File: src/rtl/assert_macros.svh
// Assertion macros for the RTL; included by rabin_fingerprint_stream_unit.
`ifndef ASSERT_MACROS_SVH
`define ASSERT_MACROS_SVH

// Clocked assertion, disabled during reset.
`define ASSERT_CLK(label, prop, msg) \
  label: assert property (@(posedge clk) disable iff (rst) prop) else $error(msg);

// Condition that must never hold at a clock edge.
`define ASSERT_NEVER(label, cond, msg) \
  label: assert property (@(posedge clk) disable iff (rst) !(cond)) else $error(msg);

`endif

File: src/rtl/rfs_pkg.sv
// Types and constants for the Rabin fingerprint stream unit.
`default_nettype none

package rfs_pkg;

  localparam int WORD_W = 32;
  localparam int FP_W   = 64;

  localparam logic [FP_W-1:0] POLY_RESET = 64'd9271613880639673933;

  // Table of x^(64+i) mod P for i = 0..31 is built from the chain
  // f^k(x^62), entries k = SWEEP_FIRST..SWEEP_LAST.
  localparam int STEP_W = 6;
  localparam logic [STEP_W-1:0] SWEEP_FIRST = 6'd2;
  localparam logic [STEP_W-1:0] SWEEP_LAST  = 6'd33;
  localparam int SEED_BIT = 62;

  typedef enum logic [1:0] {
    POS_FIRST  = 2'd0,
    POS_SECOND = 2'd1,
    POS_LATER  = 2'd2
  } pos_t;

endpackage

`default_nettype wire

File: src/rtl/rabin_fingerprint_stream_unit.sv
// Rabin fingerprint stream unit: 64-bit polynomial fingerprint over 32-bit words.
`default_nettype none

// Takes one 32-bit word per cycle on the s_ side while s_tready is high; the
// word with s_tlast set closes the message and its 64-bit fingerprint is
// registered into m_tdata, or into the skid entry while the output is stalled.
// The fold of the old high half is an XOR of up to 32 table entries
// (x^(64+i) mod P). After reset and after every polynomial write the table is
// rebuilt one entry per cycle; s_tready stays low while that runs. A two-deep
// result buffer keeps input flowing while a fingerprint waits for m_tready.
module rabin_fingerprint_stream_unit (
  input  wire logic                      clk,
  input  wire logic                      rst,
  input  wire logic                      cfg_we,
  input  wire logic [rfs_pkg::FP_W-1:0]  cfg_wdata,   // polynomial
  input  wire logic                      s_tvalid,
  output      logic                      s_tready,
  input  wire logic [rfs_pkg::WORD_W-1:0] s_tdata,    // [31:0] word
  input  wire logic                      s_tlast,
  output      logic                      m_tvalid,
  input  wire logic                      m_tready,
  output      logic [rfs_pkg::FP_W-1:0]  m_tdata      // [63:0] fingerprint
);

  import rfs_pkg::*;

  `include "assert_macros.svh"

  localparam int TBL_N = WORD_W;
  localparam int IDX_W = $clog2(TBL_N);

  logic [FP_W-1:0]   polynomial;
  logic [FP_W-1:0]   chain;
  logic [STEP_W-1:0] step;
  logic              busy;
  logic [FP_W-1:0]   table_q [TBL_N];

  logic [WORD_W-1:0] high_half, low_half;
  logic [WORD_W-1:0] high_half_next, low_half_next;
  pos_t              pos, pos_next;

  logic [FP_W-1:0]   skid;
  logic              skid_valid;

  logic              accept, slot_free;
  logic [FP_W-1:0]   fold, mixed, fp;
  logic [FP_W-1:0]   chain_shift, chain_next;
  logic [STEP_W-1:0] step_off;

  // One shift-and-reduce step of the chain.
  always_comb begin
    chain_shift = {chain[FP_W-2:0], 1'b0};
    chain_next  = chain_shift[FP_W-1] ? (chain_shift ^ polynomial) : chain_shift;
    step_off    = step - SWEEP_FIRST;
  end

  always_ff @(posedge clk) begin
    if (rst) begin
      polynomial <= POLY_RESET;
      busy       <= 1'b1;
      step       <= '0;
      chain      <= FP_W'(1) << SEED_BIT;
    end else if (cfg_we) begin
      polynomial <= cfg_wdata;
      busy       <= 1'b1;
      step       <= '0;
      chain      <= FP_W'(1) << SEED_BIT;
    end else if (busy) begin
      chain <= chain_next;
      step  <= step + 1'b1;
      if (step == SWEEP_LAST) begin
        busy <= 1'b0;
      end
    end
  end

  always_ff @(posedge clk) begin
    if (busy && step >= SWEEP_FIRST) begin
      table_q[step_off[IDX_W-1:0]] <= chain;
    end
  end

  // Fold of the old high half.
  always_comb begin
    fold = '0;
    for (int i = 0; i < TBL_N; i++) begin
      if (high_half[i]) begin
        fold = fold ^ table_q[i];
      end
    end
    mixed = {low_half, s_tdata} ^ fold;
  end

  assign s_tready = !busy && !skid_valid;
  assign accept   = s_tvalid && s_tready;

  // Next word position.
  always_comb begin
    if (!accept) begin
      pos_next = pos;
    end else if (s_tlast) begin
      pos_next = POS_FIRST;
    end else begin
      case (pos)
        POS_FIRST:  pos_next = POS_SECOND;
        POS_SECOND: pos_next = POS_LATER;
        default:    pos_next = POS_LATER;
      endcase
    end
  end

  // Datapath outputs for the accepted word.
  always_comb begin
    case (pos)
      POS_FIRST: begin
        high_half_next = s_tdata;
        low_half_next  = '0;
      end
      POS_SECOND: begin
        high_half_next = high_half;
        low_half_next  = s_tdata;
      end
      default: begin
        high_half_next = mixed[FP_W-1:WORD_W];
        low_half_next  = mixed[WORD_W-1:0];
      end
    endcase
    fp = {high_half_next, low_half_next};
  end

  always_ff @(posedge clk) begin
    if (rst) begin
      pos       <= POS_FIRST;
      high_half <= '0;
      low_half  <= '0;
    end else begin
      pos <= pos_next;
      if (accept) begin
        high_half <= s_tlast ? '0 : high_half_next;
        low_half  <= s_tlast ? '0 : low_half_next;
      end
    end
  end

  // Result register plus skid entry.
  assign slot_free = !m_tvalid || m_tready;

  always_ff @(posedge clk) begin
    if (rst) begin
      m_tvalid   <= 1'b0;
      skid_valid <= 1'b0;
    end else if (slot_free) begin
      if (skid_valid) begin
        m_tvalid   <= 1'b1;
        skid_valid <= 1'b0;
      end else begin
        m_tvalid <= accept && s_tlast;
      end
    end else if (accept && s_tlast) begin
      skid_valid <= 1'b1;
    end
  end

  always_ff @(posedge clk) begin
    if (slot_free) begin
      m_tdata <= skid_valid ? skid : fp;
    end else if (accept && s_tlast) begin
      skid <= fp;
    end
  end

  `ASSERT_CLK(a_skid_behind_out, skid_valid |-> m_tvalid, "skid holds data while output empty")
  `ASSERT_CLK(a_cfg_stalls_input, cfg_we |=> !s_tready, "input ready right after polynomial write")
  `ASSERT_CLK(a_full_goes_to_skid, accept && s_tlast && m_tvalid && !m_tready |=> skid_valid, "result lost while output stalled")
  `ASSERT_CLK(a_sweep_ends, busy && step == SWEEP_LAST && !cfg_we |=> !busy, "table rebuild overran")

endmodule

`default_nettype wire
File: config.mk
export PLATFORM = sky130hd
export DESIGN_NAME = rabin_fingerprint_stream_unit
export DESIGN_NICKNAME = d
export VERILOG_FILES = /design/src/rtl/rfs_pkg.sv /design/src/rtl/rabin_fingerprint_stream_unit.sv
export VERILOG_INCLUDE_DIRS = /design/src /design/src/rtl
export SDC_FILE = /design/constraint.sdc
export NUM_CORES = 2
export LEC_CHECK = 0
export ABC_AREA = 0
export BUFFER_PORTS_ARGS = -buffer_cell sky130_fd_sc_hd__buf_4
export CAP_MARGIN = 30
export CORE_MARGIN = 3
export CORE_UTILIZATION = 47
export DETAILED_ROUTE_END_ITERATION = 10
export SLEW_MARGIN = 20
export SYNTH_ARGS = -nofsm -noshare
export SYNTH_HDL_FRONTEND = slang
export SYNTH_SLANG_ARGS = --single-unit
File: constraint.sdc
create_clock -name clk -period 6.85 [get_ports clk]
set_input_delay 1.37 -clock clk [delete_from_list [all_inputs] [get_ports clk]]
set_output_delay 1.37 -clock clk [all_outputs]
set_load 0.03 [all_outputs]
# [Yosys cells after proc, flatten, opt, wreduce, memory -nomap -nowiden]
# Memories as Yosys holds them, arrays and structs flattened.
# Index checks and enable logic that the tools add are counted.
[totals] input_bits=102 wordCells=108 memories=1 out_inout_bits=66 regBits=331 mem_bits_rw=2048
[mem_list] memory="table_q" depth=32 word_bits=64 rd=32 rd_clocked_by_memory_dff=0 wr=1 line_no="rabin_fingerprint_stream_unit.sv:36" text="logic [FP_W-1:0] table_q [TBL_N];"
[op_classes] n_addsub=2 eq_ne=2 bitwise=34 mux=45 n_lt_le_gt_ge=1 n_reduce_logical=12
[op_table] cell="$mux 64" n=34
[op_table] cell="$xor 64x64->64" n=33
[op_table] cell="$pmux 32 s2" n=2
[op_table] cell="$mux 32" n=2
[op_table] cell="$add 6x1->6 const B" n=1
[op_table] cell="$eq 6x6->1 const B" n=1
[op_table] cell="$ge 6x2->1 const B" n=1
[op_table] cell="$mux 1" n=5
[op_table] cell="$sub 5x2->5 const B" n=1
[op_table] cell="$logic_and 1x1->1" n=4
[op_table] cell="$mux 2" n=2
[op_table] cell="$reduce_or 2->1" n=2
[op_table] cell="$logic_not 1->1" n=3
[op_table] cell="$eq 2x1->1 const B" n=1
[op_table] cell="$logic_not 2->1" n=1
[op_table] cell="$reduce_and 2->1" n=1
[op_table] cell="$logic_or 1x1->1" n=1
[op_table] cell="$not 1->1" n=1

# [Depth between registers and ports, before layout]
# An unclocked memory read counts as a cell.
[logic_depth] word_depth=67 depth_mapped=11 depth_no_buf=9

# [Worst setup path after synthesis]
# Ideal clock, no wire load.
[synth_path] path_type="input-to-reg" startpoint="input m_tready" endpoint="register skid[0] (enable)" cell_stages=2 n_path_buf=0 slack_ps=558 required_ps=6363 setup_ps=487 arrival_time_ps=5805 cell_sequence="nand2b_1 nor2_1"
[synth_between] elab_chain_len=3
[synth_rtl] item="start, declared" line_no="rabin_fingerprint_stream_unit.sv:21" text="input wire logic m_tready,"
[synth_rtl] item="$logic_or 1x1->1" line_no="rabin_fingerprint_stream_unit.sv:146" text="assign slot_free = !m_tvalid || m_tready;"
[synth_rtl] item="$not 1->1 (no line)"
[synth_rtl] item="$reduce_and 2->1 (no line)"
[synth_rtl] item="end signal, assigned" line_no="rabin_fingerprint_stream_unit.sv:168" text="skid <= fp;"
[synth_rtl] item="end, declared" line_no="rabin_fingerprint_stream_unit.sv:42" text="logic [FP_W-1:0] skid;"
# No other way between the ends.
# A chain may end at the register's enable or synchronous reset.

# [Final worst setup path]
[layout_path] startpoint="register high_half[17]" endpoint="register m_tdata[28] (netlist name), data pin"
[layout_between] elab_chain_len=32
[layout_rtl] item="start, declared" line_no="rabin_fingerprint_stream_unit.sv:38" text="logic [WORD_W-1:0] high_half, low_half;"
[layout_rtl] item="start signal, assigned" line_no="rabin_fingerprint_stream_unit.sv:139" text="high_half <= s_tlast ? '0 : high_half_next;"
[layout_rtl] item="$mux 64 (*)" line_no="rabin_fingerprint_stream_unit.sv:87" text="if (high_half[i]) begin"
[layout_rtl] item="$xor 64x64->64" line_no="rabin_fingerprint_stream_unit.sv:88" text="fold = fold ^ table_q[i];"
[layout_rtl] item="$mux 64 (*)" line_no="rabin_fingerprint_stream_unit.sv:87"
[layout_rtl] item="$xor 64x64->64" line_no="rabin_fingerprint_stream_unit.sv:88"
[layout_rtl] item="$mux 64 (*)" line_no="rabin_fingerprint_stream_unit.sv:87"
[layout_rtl] item="$xor 64x64->64" line_no="rabin_fingerprint_stream_unit.sv:88"
[layout_rtl] item="$mux 64 (*)" line_no="rabin_fingerprint_stream_unit.sv:87"
[layout_rtl] item="$xor 64x64->64" line_no="rabin_fingerprint_stream_unit.sv:88"
[layout_rtl] item="[17 not listed]"
[layout_rtl] item="$xor 64x64->64" line_no="rabin_fingerprint_stream_unit.sv:88"
[layout_rtl] item="$mux 64 (*)" line_no="rabin_fingerprint_stream_unit.sv:87"
[layout_rtl] item="$xor 64x64->64" line_no="rabin_fingerprint_stream_unit.sv:88"
[layout_rtl] item="$mux 64 (*)" line_no="rabin_fingerprint_stream_unit.sv:87"
[layout_rtl] item="$xor 64x64->64 (*)" line_no="rabin_fingerprint_stream_unit.sv:91" text="mixed = {low_half, s_tdata} ^ fold;"
[layout_rtl] item="$pmux 32 s2 (*)" line_no="rabin_fingerprint_stream_unit.sv:114" text="case (pos)"
[layout_rtl] item="via low_half_next[28]" line_no="rabin_fingerprint_stream_unit.sv:39" text="logic [WORD_W-1:0] high_half_next, low_half_next;"
[layout_rtl] item="$mux 64 (*)" line_no="rabin_fingerprint_stream_unit.sv:166" text="m_tdata <= skid_valid ? skid : fp;"
[layout_rtl] item="end signal, assigned" line_no="rabin_fingerprint_stream_unit.sv:166"
[layout_rtl] item="end, declared" line_no="rabin_fingerprint_stream_unit.sv:22" text="output logic [rfs_pkg::FP_W-1:0] m_tdata"
# The timed path passes the listed nets; every way through them passes the cells marked *.

==> results.json <==
{
  "die_w_um": 473,
  "holdPathStages": 2,
  "clock_skew_ps": 56.8,
  "yosys-top-cells-area": "edfxtp_1, xnor2_1, nand2_1",
  "dpl.hpwl_um": 198000,
  "cp-end-kind": "flop",
  "drv_cap": 0,
  "holdPathEnd": "chain[63]$_SDFFE_PP0P_",
  "crit_path_start_kind": "flop",
  "ctsResizeCount": 0,
  "ant_nets": 0,
  "first_global_vias": 59000,
  "htree_levels": 5,
  "max-vdd-ir-drop_mv": 0.275,
  "r2r-start": "high_half[17]$_SDFFE_PP0P_",
  "drc": 0,
  "grt-busiest-layer": "met2",
  "clk_latency_ps": 940,
  "ys.flop_type": "edfxtp_1",
  "place_congestion": 0.849,
  "synth_fp_nets": 7786,
  "holdCritStartpoint": "chain[63]$_SDFFE_PP0P_",
  "ys_types": 38,
  "clock-root-buffer": "clkbuf_16",
  "hold_violations": 0,
  "coreArea_sq_mm": 0.216,
  "vias_per_cell": 5.66,
  "setup_viol": 0,
  "final_cell_mix": "edfxtp_1, nand2_1, xnor2_1",
  "start_util": 0.475,
  "drt_pre_antenna_iters": 6,
  "grt_antenna_before_repair": 13,
  "yosys_warnings": 0,
  "rows": 170,
  "ys_seq_elements": 2379,
  "cp.arrival_ps": 4770,
  "cts_setup_buffers": 0,
  "port_buffers": 167,
  "cts_sinks": 2379,
  "syn_area_sq_mm": 0.103,
  "wire_per_inst_um": 31.2,
  "finalNetCount": 8142,
  "power.leakage_nw": 35.6,
  "synth_area_per_cell_sq_um": 13.4,
  "drv_slew": 0,
  "met1_usage": 0.444,
  "layout_commonest_cell": "edfxtp_1",
  "numCtsBuffers": 274,
  "cts.path.max_buffers": 4,
  "fmax_mhz": 243,
  "vias": 62600,
  "worst_slew_pin_slew_ps": 1120,
  "chipHeight_um": 473,
  "slew_headroom": 0.255,
  "ys_seq_area_frac": 0.677,
  "timing.rr.end": "m_tdata[28]$_DFFE_PP_",
  "pwr_density_cell_mw_per_mm2": 258,
  "synth_edf_count": 2176,
  "syn_inst": 7678,
  "path_clk_slew_ps": 60,
  "grt_pass1_wl_um": 472000,
  "grt_overflow_total": 0,
  "cts_hold_buffers": 0,
  "reg2reg_slack_ps": 2740,
  "dpl.cell_count": 10600,
  "syn_to_final_growth_pct": 13.5,
  "grtUsageTotal": 0.304,
  "grt_setup_unrepaired": "no",
  "synth-async-reset-ratio": 0,
  "final_cells": 11100,
  "grt_start_max_net_pins": 98,
  "status": "finished clean",
  "dieArea_sq_mm": 0.224,
  "cts_tree": "yes",
  "drive_gt1_frac": 0.116,
  "wirelength_um": 345000,
  "min-delay-path-class": "flop to flop",
  "min_period_over_period": 0.600,
  "path_max_fanout": 26,
  "grtUsageMet3": 0.0682,
  "period_needed_ps": 4110,
  "netlist.top_cell.by_area": "edfxtp_1",
  "gr-usage-met2": 0.460,
  "ios": 168,
  "setup_tns_ps": 0,
  "detail_route.iter0.violations": 8704,
  "crit_required_ps": 7510,
  "synth_top_area_frac": 0.637,
  "reg2regPathDepth": 10,
  "crit_type": "flop to flop"
}
==> Yosys cell counts (all sizes together) (8+ instances only) <==
| cell type | instances |
|---|---|
| clkbuf | 92 |
| nand2 | 2166 |
| o31ai | 16 |
| nor2 | 168 |
| xnor2 | 1483 |
| o211ai | 10 |
| o21ai | 62 |
| nand3 | 8 |
| mux2 | 96 |
| edfxtp | 2176 |
| a21oi | 43 |
| o22ai | 26 |
| mux2i | 35 |
| a211oi | 62 |
| a22oi | 32 |
| buf | 232 |
| a22o | 22 |
| dfxtp | 203 |
| nor2b | 32 |
| a211o | 31 |
| xor2 | 634 |
| nor3 | 15 |
==> routing by layer <==
layer,share of wire,routed length (um),vias to the layer above
met3,0.12,42600,505
met4,0.027,9320,6
met5,0.000090,31,-
li1,-,-,26700
met1,0.41,140000,31600
met2,0.44,153000,3850
==> critical path, cell delays in order (launching register included) <==
cell and delay (ps):
dfxtp_4 800, buf_4 510, nand2_1 120, xor2_1 190, xnor2_1 190, xnor2_1 150
xnor2_1 200, xnor2_1 830, xor2_1 280, o21ai_1 190, mux2_2 330
==> cell type report <==
type                            instances  area (sq um)
Antenna cell                            5          12.5
Sequential cell                      2379         69600
Tap cell                             2838          3550
Multi-Input combinational cell       4971         31700
Timing Repair Buffer                  404          3600
Clock buffer                          357          7340
Clock inverter                        102           646
Fill cell                           17900         99500
Inverter                                4          15.0
==> where the power goes <==
| part | internal [mW] | leakage, nW | total, mW | switching [mW] |
|---|---|---|---|---|
| clock | 7.76 | 3.92 | 13.5 | 5.70 |
| combinational | 0.168 | 9.80 | 0.557 | 0.389 |
| sequential | 15.9 | 21.9 | 16.1 | 0.154 |
==> flip-flops by register name (all words and copies together) (netlist names) <==
name,cells
skid,64
m_tvalid,1
polynomial,64
table_q,2048
pos,2
busy,1
m_tdata,64
high_half,32
chain,64
skid_valid,1
low_half,32
step,6
==> worst max path at each step <==
stage | endpoint | slack, ps | start | cells after the start
global placement | table_q[23][19]$_DFFE_PP_ | 2760 | busy$_SDFF_PP1_ | 3
finish | m_tdata[28]$_DFFE_PP_ | 2740 | high_half[17]$_SDFFE_PP0P_ | 10
global route | m_tdata[51]$_DFFE_PP_ | 2740 | high_half[17]$_SDFFE_PP0P_ | 10
floorplan | skid[0]$_DFFE_PP_ | 560 | m_tready | 2
detailed placement | m_tdata[51]$_DFFE_PP_ | 2790 | high_half[17]$_SDFFE_PP0P_ | 10
CTS | m_tdata[51]$_DFFE_PP_ | 2790 | high_half[17]$_SDFFE_PP0P_ | 10
==> stage by stage <==
stage | total power, mW | cell area (sq um) | util | hold slack, ps | setup WS, ps
final | 30.1 | 116000 | 0.539 | 475 | 2740
after global routing | 30.8 | 116000 | 0.539 | 517 | 2740
after CTS | 30.2 | 116000 | 0.538 | 474 | 2790
after detailed placement | 16.9 | 108000 | 0.501 | 464 | 2790
after global placement | 16.9 | 108000 | 0.500 | 462 | 2760
after floorplan | 16.6 | 103000 | - | 459 | 558
==> cells by family (layout without fill, tap and decap cells) <==
logic type                 Yosys count  in the layout  share of synthesized area
xor gates and xnor gates          2117           2117                      0.181
DFF                               2379           2379                      0.677
other                                0              5                          0
and+or+nand+nor                   2407           2407                     0.0896
buffers and inverters              328            867                     0.0176
muxes                              131            131                     0.0140
adders and majority gates            6              6                   0.000732
AOI/OAI and AO/OA                  310            310                     0.0209
No activity file was read; power rests on OpenSTA's default activity.
